<file path="src/rtl/rrss_pkg.sv">
// Types and constants of the round-robin sleep scheduler.
package rrss_pkg;

    localparam int ST_W       = 3;
    localparam int WAKE_W     = 32;
    localparam int MS_W       = 32;
    localparam int FREQ_W     = 21;
    localparam int SLOT_OUT_W = 4;
    localparam int DIV_BASE   = 1000;
    localparam int MUL_W      = 32;
    localparam int DIV_SHIFT  = 38;

    localparam logic [MUL_W-1:0]  DIV_RECIP  = 32'd274877907;
    localparam logic [FREQ_W-1:0] FREQ_RESET = 21'd1000;

    typedef enum logic [ST_W-1:0] {
        TS_FREE    = 3'd0,
        TS_READY   = 3'd1,
        TS_RUNNING = 3'd2,
        TS_WAITING = 3'd3,
        TS_DEAD    = 3'd4
    } task_st_t;

    typedef enum logic [1:0] {
        KIND_YIELD = 2'd0,
        KIND_EXIT  = 2'd1,
        KIND_SLEEP = 2'd2,
        KIND_ADD   = 2'd3
    } kind_t;

    typedef enum logic [3:0] {
        S_IDLE,
        S_ADD_SCAN,
        S_ADD_TAIL,
        S_ADD_LINK,
        S_MARK,
        S_SLEEP,
        S_WALK_CHECK,
        S_WALK_FREE,
        S_FIN_PICK,
        S_FIN_CUR,
        S_RESP
    } state_t;

    typedef enum logic [1:0] {
        DV_IDLE,
        DV_RECIP,
        DV_CHECK,
        DV_DONE
    } div_state_t;

endpackage

</file>
<file path="src/rtl/round_robin_sleep_scheduler_core.sv">
// Top level of the round-robin task scheduler with sleep.
//
// Channel   Handshake                  Payload
// request   start, busy                kind, sleep_ms, now
// result    done (one-cycle strobe)    prev_slot .. halted_out
// config    cfg_valid, cfg_ready       timer_freq_hz
//
// A request is taken when start is high and busy is low; its result follows on done.
// Add scans the slots for a free one, walks the ring to its tail, then links the new slot in.
// Yield and exit mark the current slot, walk the ring unlinking dead tasks, then switch to the pick if any.
// Sleep adds product, reciprocal and remainder steps on one multiplier; halted requests go straight to done.
// The slot table is one memory; per-slot valid bits give its reset content with no clearing pass.
// The receiver cannot stall, so done lasts one cycle and the block then returns to idle.
module round_robin_sleep_scheduler_core
    import rrss_pkg::*;
#(
    parameter int MAX_TASKS = 16
)
(
    input  logic                  clk,
    input  logic                  rst_n,
    input  logic                  start,
    output logic                  busy,
    input  logic [1:0]            kind,
    input  logic [MS_W-1:0]       sleep_ms,
    input  logic [WAKE_W-1:0]     now,
    output logic                  done,
    output logic [SLOT_OUT_W-1:0] prev_slot,
    output logic [SLOT_OUT_W-1:0] current_slot_out,
    output logic                  switched,
    output logic [SLOT_OUT_W-1:0] new_slot,
    output logic                  table_full,
    output logic                  none_ready,
    output logic                  halted_out,
    input  logic                  cfg_valid,
    output logic                  cfg_ready,
    input  logic [FREQ_W-1:0]     timer_freq_hz
);

    localparam int SW = $clog2(MAX_TASKS);
    localparam int NW = $clog2(2 * MAX_TASKS + 1);
    localparam int WW = ST_W + SW + WAKE_W;

    state_t state_reg, state_next;

    logic              halted_reg, halted_next;
    logic [SW-1:0]     running_reg, running_next;
    logic [FREQ_W-1:0] freq_reg;
    kind_t             kind_reg, kind_next;
    logic [MS_W-1:0]   ms_reg, ms_next;
    logic [WAKE_W-1:0] now_reg, now_next;
    logic [SW-1:0]     cur_reg, cur_next;
    logic [SW-1:0]     prv_reg, prv_next;
    task_st_t          prv_st_reg, prv_st_next;
    logic [SW-1:0]     prv_nx_reg, prv_nx_next;
    logic [WAKE_W-1:0] prv_wk_reg, prv_wk_next;
    logic [NW-1:0]     cnt_reg, cnt_next;
    logic [SW-1:0]     free_reg, free_next;
    logic [SW-1:0]     pick_reg, pick_next;
    logic [SW-1:0]     new_reg, new_next;
    logic              full_reg, full_next;
    logic              none_reg, none_next;

    logic [WW-1:0]        mem [MAX_TASKS];
    logic [MAX_TASKS-1:0] vld_reg;
    logic [WW-1:0]        rd_data_reg;
    logic                 rd_vld_reg;
    logic [SW-1:0]        rd_addr_reg;
    logic                 mem_we;
    logic [SW-1:0]        mem_waddr;
    logic [WW-1:0]        mem_wdata;
    logic                 mem_re;
    logic [SW-1:0]        mem_raddr;

    task_st_t          rd_st;
    logic [SW-1:0]     rd_nx;
    logic [WAKE_W-1:0] rd_wk;

    logic              accept;
    logic              div_start;
    logic              div_done;
    logic [WAKE_W-1:0] div_ticks;

    logic rd_is_cur, rd_runnable, walk_limit, walk_pick, walk_dead, walk_end;
    logic walk_halt, walk_none, scan_hit, scan_last, tail_stop;

    rrss_sleep_div u_div (
        .clk      (clk),
        .rst_n    (rst_n),
        .start    (div_start),
        .sleep_ms (ms_reg),
        .freq     (freq_reg),
        .done     (div_done),
        .ticks    (div_ticks)
    );

    // Slot table: one write and one read port, write-first on a same-slot collision.
    always_ff @(posedge clk)
    begin
        if (mem_we)
        begin
            mem[mem_waddr] <= mem_wdata;
        end
    end

    always_ff @(posedge clk)
    begin
        if (mem_re)
        begin
            if (mem_we && (mem_waddr == mem_raddr))
            begin
                rd_data_reg <= mem_wdata;
            end
            else
            begin
                rd_data_reg <= mem[mem_raddr];
            end
        end
    end

    always_ff @(posedge clk or negedge rst_n)
    begin
        if (!rst_n)
        begin
            vld_reg     <= '0;
            rd_vld_reg  <= 1'b0;
            rd_addr_reg <= '0;
        end
        else
        begin
            if (mem_we)
            begin
                vld_reg[mem_waddr] <= 1'b1;
            end
            if (mem_re)
            begin
                rd_addr_reg <= mem_raddr;
                rd_vld_reg  <= (mem_we && (mem_waddr == mem_raddr)) ? 1'b1
                                                                     : vld_reg[mem_raddr];
            end
        end
    end

    // A slot never written reads as its reset content.
    always_comb
    begin
        if (rd_vld_reg)
        begin
            rd_st = task_st_t'(rd_data_reg[WW-1 -: ST_W]);
            rd_nx = rd_data_reg[WAKE_W +: SW];
            rd_wk = rd_data_reg[WAKE_W-1:0];
        end
        else
        begin
            rd_st = (rd_addr_reg == '0) ? TS_RUNNING : TS_FREE;
            rd_nx = rd_addr_reg;
            rd_wk = '0;
        end
    end

    always_comb
    begin
        accept      = start && (state_reg == S_IDLE);
        rd_is_cur   = rd_addr_reg == cur_reg;
        rd_runnable = (rd_st == TS_READY) || (rd_st == TS_RUNNING) ||
                      ((rd_st == TS_WAITING) && (now_reg >= rd_wk));
        walk_limit  = cnt_reg == NW'(2 * MAX_TASKS);
        walk_pick   = !walk_limit && rd_runnable;
        walk_dead   = !walk_limit && !rd_is_cur && (rd_st == TS_DEAD);
        walk_end    = !walk_limit && rd_is_cur && !rd_runnable;
        walk_halt   = walk_end && (rd_st == TS_DEAD) && (rd_nx == cur_reg);
        walk_none   = walk_limit || (walk_end && !walk_halt);
        scan_hit    = rd_st == TS_FREE;
        scan_last   = rd_addr_reg == SW'(MAX_TASKS - 1);
        tail_stop   = (rd_nx == cur_reg) || (cnt_reg == NW'(MAX_TASKS));
    end

    always_comb
    begin
        state_next = state_reg;
        case (state_reg)
            S_IDLE:
            begin
                if (accept)
                begin
                    if (halted_reg)
                    begin
                        state_next = S_RESP;
                    end
                    else if (kind_t'(kind) == KIND_ADD)
                    begin
                        state_next = S_ADD_SCAN;
                    end
                    else
                    begin
                        state_next = S_MARK;
                    end
                end
            end
            S_ADD_SCAN:
            begin
                if (scan_hit)
                begin
                    state_next = S_ADD_TAIL;
                end
                else if (scan_last)
                begin
                    state_next = S_RESP;
                end
            end
            S_ADD_TAIL:
            begin
                if (tail_stop)
                begin
                    state_next = S_ADD_LINK;
                end
            end
            S_ADD_LINK:
            begin
                state_next = S_RESP;
            end
            S_MARK:
            begin
                state_next = (kind_reg == KIND_SLEEP) ? S_SLEEP : S_WALK_CHECK;
            end
            S_SLEEP:
            begin
                if (div_done)
                begin
                    state_next = S_WALK_CHECK;
                end
            end
            S_WALK_CHECK:
            begin
                if (walk_pick)
                begin
                    state_next = S_FIN_PICK;
                end
                else if (walk_dead)
                begin
                    state_next = S_WALK_FREE;
                end
                else if (walk_halt || walk_none)
                begin
                    state_next = S_RESP;
                end
            end
            S_WALK_FREE:
            begin
                state_next = S_WALK_CHECK;
            end
            S_FIN_PICK:
            begin
                state_next = S_FIN_CUR;
            end
            S_FIN_CUR:
            begin
                state_next = S_RESP;
            end
            S_RESP:
            begin
                state_next = S_IDLE;
            end
            default:
            begin
                state_next = S_IDLE;
            end
        endcase
    end

    always_comb
    begin
        halted_next  = halted_reg;
        running_next = running_reg;
        kind_next    = kind_reg;
        ms_next      = ms_reg;
        now_next     = now_reg;
        cur_next     = cur_reg;
        prv_next     = prv_reg;
        prv_st_next  = prv_st_reg;
        prv_nx_next  = prv_nx_reg;
        prv_wk_next  = prv_wk_reg;
        cnt_next     = cnt_reg;
        free_next    = free_reg;
        pick_next    = pick_reg;
        new_next     = new_reg;
        full_next    = full_reg;
        none_next    = none_reg;
        mem_we       = 1'b0;
        mem_waddr    = '0;
        mem_wdata    = '0;
        mem_re       = 1'b0;
        mem_raddr    = '0;
        div_start    = 1'b0;
        case (state_reg)
            S_IDLE:
            begin
                if (accept)
                begin
                    kind_next = kind_t'(kind);
                    ms_next   = sleep_ms;
                    now_next  = now;
                    cur_next  = running_reg;
                    cnt_next  = '0;
                    new_next  = '0;
                    full_next = 1'b0;
                    none_next = 1'b0;
                    if (!halted_reg)
                    begin
                        mem_re    = 1'b1;
                        mem_raddr = (kind_t'(kind) == KIND_ADD) ? '0 : running_reg;
                    end
                end
            end
            S_ADD_SCAN:
            begin
                if (scan_hit)
                begin
                    free_next = rd_addr_reg;
                    mem_re    = 1'b1;
                    mem_raddr = cur_reg;
                end
                else if (scan_last)
                begin
                    full_next = 1'b1;
                end
                else
                begin
                    mem_re    = 1'b1;
                    mem_raddr = rd_addr_reg + SW'(1);
                end
            end
            S_ADD_TAIL:
            begin
                if (tail_stop)
                begin
                    mem_we    = 1'b1;
                    mem_waddr = rd_addr_reg;
                    mem_wdata = {rd_st, free_reg, rd_wk};
                end
                else
                begin
                    cnt_next  = cnt_reg + NW'(1);
                    mem_re    = 1'b1;
                    mem_raddr = rd_nx;
                end
            end
            S_ADD_LINK:
            begin
                mem_we    = 1'b1;
                mem_waddr = free_reg;
                mem_wdata = {TS_READY, cur_reg, {WAKE_W{1'b0}}};
                new_next  = free_reg;
            end
            S_MARK:
            begin
                prv_next    = cur_reg;
                prv_st_next = rd_st;
                prv_nx_next = rd_nx;
                prv_wk_next = rd_wk;
                case (kind_reg)
                    KIND_EXIT:
                    begin
                        prv_st_next = TS_DEAD;
                        mem_we      = 1'b1;
                        mem_waddr   = cur_reg;
                        mem_wdata   = {TS_DEAD, rd_nx, rd_wk};
                        mem_re      = 1'b1;
                        mem_raddr   = rd_nx;
                    end
                    KIND_SLEEP:
                    begin
                        prv_st_next = TS_WAITING;
                        div_start   = 1'b1;
                    end
                    default:
                    begin
                        mem_re    = 1'b1;
                        mem_raddr = rd_nx;
                    end
                endcase
            end
            S_SLEEP:
            begin
                if (div_done)
                begin
                    prv_wk_next = now_reg + div_ticks;
                    mem_we      = 1'b1;
                    mem_waddr   = cur_reg;
                    mem_wdata   = {TS_WAITING, prv_nx_reg, now_reg + div_ticks};
                    mem_re      = 1'b1;
                    mem_raddr   = prv_nx_reg;
                end
            end
            S_WALK_CHECK:
            begin
                if (!walk_limit)
                begin
                    cnt_next = cnt_reg + NW'(1);
                end
                if (walk_pick)
                begin
                    pick_next = rd_addr_reg;
                end
                else if (walk_dead)
                begin
                    prv_nx_next = rd_nx;
                    mem_we      = 1'b1;
                    mem_waddr   = prv_reg;
                    mem_wdata   = {prv_st_reg, rd_nx, prv_wk_reg};
                end
                else if (walk_halt)
                begin
                    halted_next = 1'b1;
                end
                else if (walk_none)
                begin
                    none_next = 1'b1;
                end
                else
                begin
                    prv_next    = rd_addr_reg;
                    prv_st_next = rd_st;
                    prv_nx_next = rd_nx;
                    prv_wk_next = rd_wk;
                    mem_re      = 1'b1;
                    mem_raddr   = rd_nx;
                end
            end
            S_WALK_FREE:
            begin
                mem_we    = 1'b1;
                mem_waddr = rd_addr_reg;
                mem_wdata = {TS_FREE, rd_addr_reg, {WAKE_W{1'b0}}};
                mem_re    = 1'b1;
                mem_raddr = prv_nx_reg;
            end
            S_FIN_PICK:
            begin
                mem_we    = 1'b1;
                mem_waddr = pick_reg;
                mem_wdata = {TS_RUNNING, rd_nx, rd_wk};
                mem_re    = 1'b1;
                mem_raddr = cur_reg;
            end
            S_FIN_CUR:
            begin
                running_next = pick_reg;
                if ((rd_st == TS_RUNNING) && (pick_reg != cur_reg))
                begin
                    mem_we    = 1'b1;
                    mem_waddr = cur_reg;
                    mem_wdata = {TS_READY, rd_nx, rd_wk};
                end
            end
            S_RESP:
            begin
            end
            default:
            begin
            end
        endcase
    end

    always_ff @(posedge clk or negedge rst_n)
    begin
        if (!rst_n)
        begin
            state_reg   <= S_IDLE;
            halted_reg  <= 1'b0;
            running_reg <= '0;
            freq_reg    <= FREQ_RESET;
            cnt_reg     <= '0;
            full_reg    <= 1'b0;
            none_reg    <= 1'b0;
        end
        else
        begin
            state_reg   <= state_next;
            halted_reg  <= halted_next;
            running_reg <= running_next;
            cnt_reg     <= cnt_next;
            full_reg    <= full_next;
            none_reg    <= none_next;
            if (cfg_valid && cfg_ready)
            begin
                freq_reg <= timer_freq_hz;
            end
        end
    end

    always_ff @(posedge clk)
    begin
        kind_reg   <= kind_next;
        ms_reg     <= ms_next;
        now_reg    <= now_next;
        cur_reg    <= cur_next;
        prv_reg    <= prv_next;
        prv_st_reg <= prv_st_next;
        prv_nx_reg <= prv_nx_next;
        prv_wk_reg <= prv_wk_next;
        free_reg   <= free_next;
        pick_reg   <= pick_next;
        new_reg    <= new_next;
    end

    assign busy             = state_reg != S_IDLE;
    assign done             = state_reg == S_RESP;
    assign cfg_ready        = 1'b1;
    assign prev_slot        = SLOT_OUT_W'(cur_reg);
    assign current_slot_out = SLOT_OUT_W'(running_reg);
    assign switched         = running_reg != cur_reg;
    assign new_slot         = SLOT_OUT_W'(new_reg);
    assign table_full       = full_reg;
    assign none_ready       = none_reg;
    assign halted_out       = halted_reg;

endmodule

</file>
<file path="src/rtl/rrss_sleep_div.sv">
// Sleep length unit: wrapped ms*freq product, then a ceiling divide by 1000 on one shared multiplier.
module rrss_sleep_div
    import rrss_pkg::*;
(
    input  logic              clk,
    input  logic              rst_n,
    input  logic              start,
    input  logic [MS_W-1:0]   sleep_ms,
    input  logic [FREQ_W-1:0] freq,
    output logic              done,
    output logic [WAKE_W-1:0] ticks
);

    div_state_t         state_reg, state_next;
    logic [MUL_W-1:0]   mul_a;
    logic [MUL_W-1:0]   mul_b;
    logic [2*MUL_W-1:0] mul_out;
    logic [MUL_W-1:0]   prod_reg, prod_next;
    logic [MUL_W-1:0]   quot_reg, quot_next;
    logic [WAKE_W-1:0]  ticks_reg, ticks_next;
    logic               rem_nz;

    assign mul_out = (2*MUL_W)'(mul_a) * (2*MUL_W)'(mul_b);
    assign rem_nz  = mul_out[MUL_W-1:0] != prod_reg;
    assign done    = state_reg == DV_DONE;
    assign ticks   = ticks_reg;

    always_comb
    begin
        state_next = state_reg;
        case (state_reg)
            DV_IDLE:
            begin
                if (start)
                begin
                    state_next = DV_RECIP;
                end
            end
            DV_RECIP:
            begin
                state_next = DV_CHECK;
            end
            DV_CHECK:
            begin
                state_next = DV_DONE;
            end
            DV_DONE:
            begin
                state_next = DV_IDLE;
            end
            default:
            begin
                state_next = DV_IDLE;
            end
        endcase
    end

    always_comb
    begin
        mul_a      = '0;
        mul_b      = '0;
        prod_next  = prod_reg;
        quot_next  = quot_reg;
        ticks_next = ticks_reg;
        case (state_reg)
            DV_IDLE:
            begin
                mul_a = MUL_W'(sleep_ms);
                mul_b = MUL_W'(freq);
                if (start)
                begin
                    prod_next = mul_out[MUL_W-1:0];
                end
            end
            DV_RECIP:
            begin
                mul_a     = prod_reg;
                mul_b     = DIV_RECIP;
                quot_next = MUL_W'(mul_out[2*MUL_W-1:DIV_SHIFT]);
            end
            DV_CHECK:
            begin
                mul_a      = quot_reg;
                mul_b      = MUL_W'(DIV_BASE);
                ticks_next = quot_reg + {{(WAKE_W-1){1'b0}}, rem_nz};
            end
            DV_DONE:
            begin
            end
            default:
            begin
            end
        endcase
    end

    always_ff @(posedge clk or negedge rst_n)
    begin
        if (!rst_n)
        begin
            state_reg <= DV_IDLE;
        end
        else
        begin
            state_reg <= state_next;
        end
    end

    always_ff @(posedge clk)
    begin
        prod_reg  <= prod_next;
        quot_reg  <= quot_next;
        ticks_reg <= ticks_next;
    end

endmodule

</file>
<file path="config.mk">
export PLATFORM = sky130hd
export DESIGN_NAME = round_robin_sleep_scheduler_core
export DESIGN_NICKNAME = d
export VERILOG_FILES = /design/src/rtl/rrss_pkg.sv /design/src/rtl/round_robin_sleep_scheduler_core.sv /design/src/rtl/rrss_sleep_div.sv
export SDC_FILE = /design/constraint.sdc
export NUM_CORES = 2
export LEC_CHECK = 0
export BUFFER_PORTS_ARGS = -buffer_cell sky130_fd_sc_hd__buf_2
export CELL_PAD_IN_SITES_DETAIL_PLACEMENT = 0
export CELL_PAD_IN_SITES_GLOBAL_PLACEMENT = 2
export CORE_MARGIN = 2
export CORE_UTILIZATION = 47
export CTS_CLUSTER_SIZE = 24
export DETAILED_ROUTE_END_ITERATION = 12
export PLACE_DENSITY = 0.94
export SETUP_SLACK_MARGIN = 0.3
export SYNTH_ARGS = -nofsm -noshare
export SYNTH_HDL_FRONTEND = slang
export SYNTH_SLANG_ARGS = --single-unit
export TNS_END_PERCENT = 20
</file>
<file path="constraint.sdc">
create_clock -name clk -period 23.6 [get_ports clk]
set_input_delay 3.54 -clock clk [delete_from_list [all_inputs] [get_ports clk]]
set_output_delay 3.54 -clock clk [all_outputs]
set_load 0.1 [all_outputs]
</file>
After elaboration in Yosys (flattened, before gate mapping). Memory sizes are Yosys's and may differ from the RTL's. A register that Yosys moved wholly into a read port is not among the register bits. Cells that the tools add are included.

$add $sub $neg: 4. Bitwise logic cells: 3. Equality and inequality tests: 46. Reductions and logical operators: 49. $mul: 1. Multiplexer cells: 111. Order comparisons: 4. Shift operators: 0. Divide/modulo/power cells: 0.

Operator list (number): 39-bit one-hot mux with 8 select lines (1); 32-bit two-way mux (6); 32-bit one-hot mux with 3 select lines (2); 39-bit two-way mux (4); 4-bit two-way mux (37); 29-bit one-hot mux with 3 select lines (1); 4-bit one-hot mux with 8 select lines (2); 32-bit by 29-bit multiplier with 61-bit output (1); 38-bit two-way mux (1); 37-bit two-way mux (1); 4-bit one-hot mux with 9 select lines (1); 32-bit adder (1); 32-bit >= comparator (1); 32-bit inequality test (1); 1-bit two-way mux (30); 26-bit by 1-bit adder with 27-bit output (1); 2-bit inequality test (second input constant) (13); 4-bit one-hot mux with 2 select lines (3); 3-bit two-way mux (6); 6-bit two-way mux (3); 6-bit one-hot mux with 3 select lines (1); 4-bit by 3-bit equality test with 1-bit output (second input constant) (4); 4-bit equality test (second input constant) (4); 16-bit bitwise OR (1); 41 further kinds (92).

Memory bits (read-only): 0. Memories kept: 1. Latch bits: 0. Output and inout port bits: 19. Register bits after elaboration: 276. RAM bits: 624.

Memories: mem (words 16, bits a word 39, read ports 1, clocked after Yosys merged registers in 1, write ports 1, line round_robin_sleep_scheduler_core.sv:64) `logic [WW-1:0] mem [MAX_TASKS];`.

Longest topological paths before layout.
Depth after elaboration: 21. Gate-level depth with buffers: 45. Mapped depth without buffers: 41.

Cells and area by module. From an unflattened synthesis, not the netlist that was laid out.

Cell total of the unflattened synthesis: 6032. Area total of the unflattened synthesis: 66243.5 µm².

Modules (own cells, without submodules): round_robin_sleep_scheduler_core (cells an instance 2735, sequential area each 25146.6 µm², times used 1, area each 36722.7 µm²); rrss_sleep_div (cells an instance 3297, sequential area each 2422.3 µm², times used 1, area each 29520.8 µm²).

Least setup slack after synthesis. No wires, ideal clock.

Path kind: flip-flop to flip-flop. Start: reg u_div.state_reg[1]. End: reg u_div.ticks_reg[23] (netlist: u_div.ticks[23]), data pin. Required time: 23.344 ns. Setup time: 0.256 ns. Path buffers: 5. Path slack: 12.991 ns. Data arrival time: 10.353 ns. Stages on the path, launching flop included: 41. Cell sequence: dfrtp_1 inv_1 ha_1 clkbuf_1 clkbuf_1 clkbuf_1 nand2_1 a21oi_1 clkbuf_1 nand2_1 fa_1 inv_1 fa_1 fa_1 inv_1 fa_1 inv_1 fa_1 (+5 left out) ha_1 clkbuf_1 a21oi_1 o21ai_0 a21o_1 a31oi_1 o21ai_1 a21oi_1 xnor3_1 or4_1 nor4_1 nand4_1 ha_1 and3_1 and2_1 nor2b_1 and3_1 and4_1.

Cells in the longest elaborated chain, start to end: 5. Elaborated cells between the ends (all ways): 8. Classes of those cells: 1 x add/sub; 1 x mul; 3 x eq/ne; 2 x mux; 1 x reduce/logical.

RTL lines: from (decl) (line rrss_sleep_div.sv:14) `div_state_t state_reg, state_next;`; from (signal assigned) (line rrss_sleep_div.sv:104) `state_reg <= state_next;`; 2-bit equality test, or another cell as far along (line rrss_sleep_div.sv:65) `case (state_reg)`; 32-bit one-hot mux with 3 select lines / 29-bit one-hot mux with 3 select lines (equally long branches) (line rrss_sleep_div.sv:65); 32-bit by 29-bit multiplier with 61-bit output * (line rrss_sleep_div.sv:23) `assign mul_out = (2*MUL_W)'(mul_a) * (2*MUL_W)'(mul_b);`; 32-bit inequality test * (line rrss_sleep_div.sv:24) `assign rem_nz = mul_out[MUL_W-1:0] != prod_reg;`; 26-bit by 1-bit adder with 27-bit output * (line rrss_sleep_div.sv:85) `ticks_next = quot_reg + {{(WAKE_W-1){1'b0}}, rem_nz};`; to (signal assigned) (line rrss_sleep_div.sv:112) `ticks_reg <= ticks_next;`; to (decl) (line rrss_sleep_div.sv:20) `logic [WAKE_W-1:0] ticks_reg, ticks_next;`.

Every way passes the cells marked *; elsewhere a longest branch is shown, timed or not. A chain may end at the register's enable or synchronous reset.

Final worst setup path.
Start: reg u_div.state_reg[0]. End: reg u_div.ticks_reg[23] (netlist: u_div.ticks[23]), data pin.

Same word-level chain as after synthesis.

==> impl_metrics.env <==
export IMPL_fin_util_pct=51.8
export IMPL_dp_hpwl_um=147000
export IMPL_netlist_instances=6098
export IMPL_io_pins=110
export IMPL_ctsResizeCount=0
export IMPL_slew_headroom_pct=12.1
export IMPL_cts_root_buf="clkbuf_16"
export IMPL_wire_per_inst_um=25.9
export IMPL_synth_seq_area_share_pct=41.8
export IMPL_synth_avg_cell_area_um2=10.8
export IMPL_die_area_mm2=0.143
export IMPL_ctsHoldBuffers=0
export IMPL_rsz0062_at_grt="no"
export IMPL_final_common_cell="nand2_1"
export IMPL_drtIter0Drc=5318
export IMPL_antenna_found_initial=3
export IMPL_syn_area_mm2=0.0660
export IMPL_path_clk_slew_ns=0.06
export IMPL_cp_arrival_ns=12.02
export IMPL_synthArstFlopShare_pct=6.57
export IMPL_fp_coreArea_mm2=0.139
export IMPL_fmax_mhz=86.7
export IMPL_tightest_slew_ns=1.32
export IMPL_finClkSkew_ns=0.0802
export IMPL_hp_class="reg -> reg"
export IMPL_drive_gt1_share_pct=8.39
export IMPL_syn2layout_area_growth_pct=9.37
export IMPL_min_period_over_period_pct=48.9
export IMPL_first_global_vias=47400
export IMPL_detailroute_via_count=47400
export IMPL_nets=7192
export IMPL_drt_wl_total_um=209000
export IMPL_post_cts_setup_buffers=0
export IMPL_port_buffers=108
export IMPL_synthTopCellsByArea="edfxtp_1 39%, fa_1 20%, ha_1 6.6%"
export IMPL_cp_slowest_cell="nor2_1"
export IMPL_die_x_um=379
export IMPL_largest_reg_flops=624
export IMPL_h_tree_depth=3
export IMPL_path_class="reg -> reg"
export IMPL_fillCellCount=12200
export IMPL_tritoncts="yes"
export IMPL_start_util_pct=47.3
export IMPL_gp_congestion=0.964
export IMPL_outcome="finished clean"
export IMPL_seqCellArea_mm2=0.0276
export IMPL_worst_slack_ns=12.07
export IMPL_hold_viol=0
export IMPL_maxCapViolCount=0
export IMPL_ys_flop_type="edfxtp_1"
export IMPL_slew_viol_final=0
export IMPL_yosys_warnings=0
export IMPL_synth_top_cell_area_share_pct=39.5
export IMPL_critPathMaxStageDelay_ns=1.01
export IMPL_synth_edf_count=867
export IMPL_yosys_area_top_type="edfxtp_1"
export IMPL_finalSetupTns_ns=0
export IMPL_ys_ff_latch=928
export IMPL_final_cell_mix="951 x nand2_1, 867 x edfxtp_1, 831 x inv_1"
export IMPL_track_usage_pct=29.3
export IMPL_rows=137
export IMPL_final_min_clock_period_ns=11.53
export IMPL_end_kind="flop"
export IMPL_holdWs_ns=0.470
export IMPL_die_y_um=379
export IMPL_clkLatencyLatePin_ns=0.76
export IMPL_synth_distinct_cells=101
export IMPL_ant_nets=0
export IMPL_grt_pass1_wl_um=308000
export IMPL_grt_max_degree=170
export IMPL_cts_sinks=928
export IMPL_gr_total_overflow=0
export IMPL_crit_required_ns=24.09
export IMPL_setup_viol=0
export IMPL_post_place_ws_ns=12.19
export IMPL_post_route_drc_count=0
export IMPL_viasPerCell=5.87
export IMPL_cts_max_path_buffers=3
export IMPL_worstSetupStartpointType="flop"
export IMPL_cts_buffers=100
export IMPL_syn_nets=7189
export IMPL_firstDrtPassIters=7
export IMPL_multiInputGateArea_mm2=0.0342
export IMPL_crit_fanout=48
-- routing by layer --
layer / vias to the layer above / GRT usage [%] / share of wire, %
met3: 432 / 4.54 / 8.9
met5: - / 0 / 0.0062
li1: 20600 / - / -
met2: 2377 / 47.3 / 47
met1: 23900 / 39.2 / 40
met4: 2 / 13.1 / 4.8
-- cells in the mapped netlist (55+ instances only) --
master    count
buf_2        63
nor3_1      112
o21ai_0      96
ha_1        348
inv_1       832
clkbuf_1    235
fa_1        652
a21o_1       64
xnor2_1      81
a311oi_1     77
nand2_1     951
xor2_1       58
a21oi_1     300
dfrtp_1      55
nor2_1      487
edfxtp_1    867
-- through the flow --
step | std cells | area [um2]
6_report | 8066 | 72200
5_1_grt | 8065 | 72200
4_1_cts | 8065 | 72200
3_5_place_dp | 7875 | 68700
3_3_place_gp | 7874 | 68700
2_1_floorplan | 6098 | 66000
-- path summary, 6_finish.rpt --
path                                   end  cells past startpoint                from  slack (ns)
hold reg to reg                 vld_reg[7]                      1          vld_reg[7]        0.47
setup / recovery           u_div.ticks[23]                     38  u_div.state_reg[0]       12.07
setup reg to reg           u_div.ticks[23]                     38  u_div.state_reg[0]       12.07
max in group asynchronous      freq_reg[2]                      2               rst_n       19.69
hold / removal                  vld_reg[7]                      1          vld_reg[7]        0.47
min in group asynchronous       vld_reg[1]                      1               rst_n        2.61
-- logic make-up after synthesis --
| logic type | count (synthesis) | synth area share (%) |
|---|---|---|
| buffers and inverters | 1155 | 6.77 |
| AOI/OAI and AO/OA | 877 | 9.00 |
| adders and majority gates | 1000 | 26.4 |
| and+or+nand+nor | 1908 | 12.6 |
| muxes | 79 | 1.26 |
| other | 1 | 0.00568 |
| DFF | 928 | 41.8 |
| xor gates and xnor gates | 150 | 2.23 |
-- final cells by class --
type,instances,area share (%)
Multi-Input combinational cell,4015,47.4
Sequential cell,928,38.2
Inverter,834,4.34
Clock buffer,127,3.68
Tap cell,1876,3.25
Timing Repair Buffer,222,1.99
Clock inverter,63,1.12
Antenna cell,1,0.00347
-- critical path, delay by kind of cell, from the launching register on --
kind / cells / cell delay (ns)
and+or+nand+nor: 10 / 3.17
buffers and inverters: 9 / 0.97
adders and majority gates: 11 / 4.74
AOI/OAI and AO/OA: 7 / 1.69
xor gates and xnor gates: 1 / 0.26
DFF: 1 / 0.46
Power is left out: the tool's default activity adds up to more than one toggle a clock period on the data nets, which glitch-free logic cannot reach.
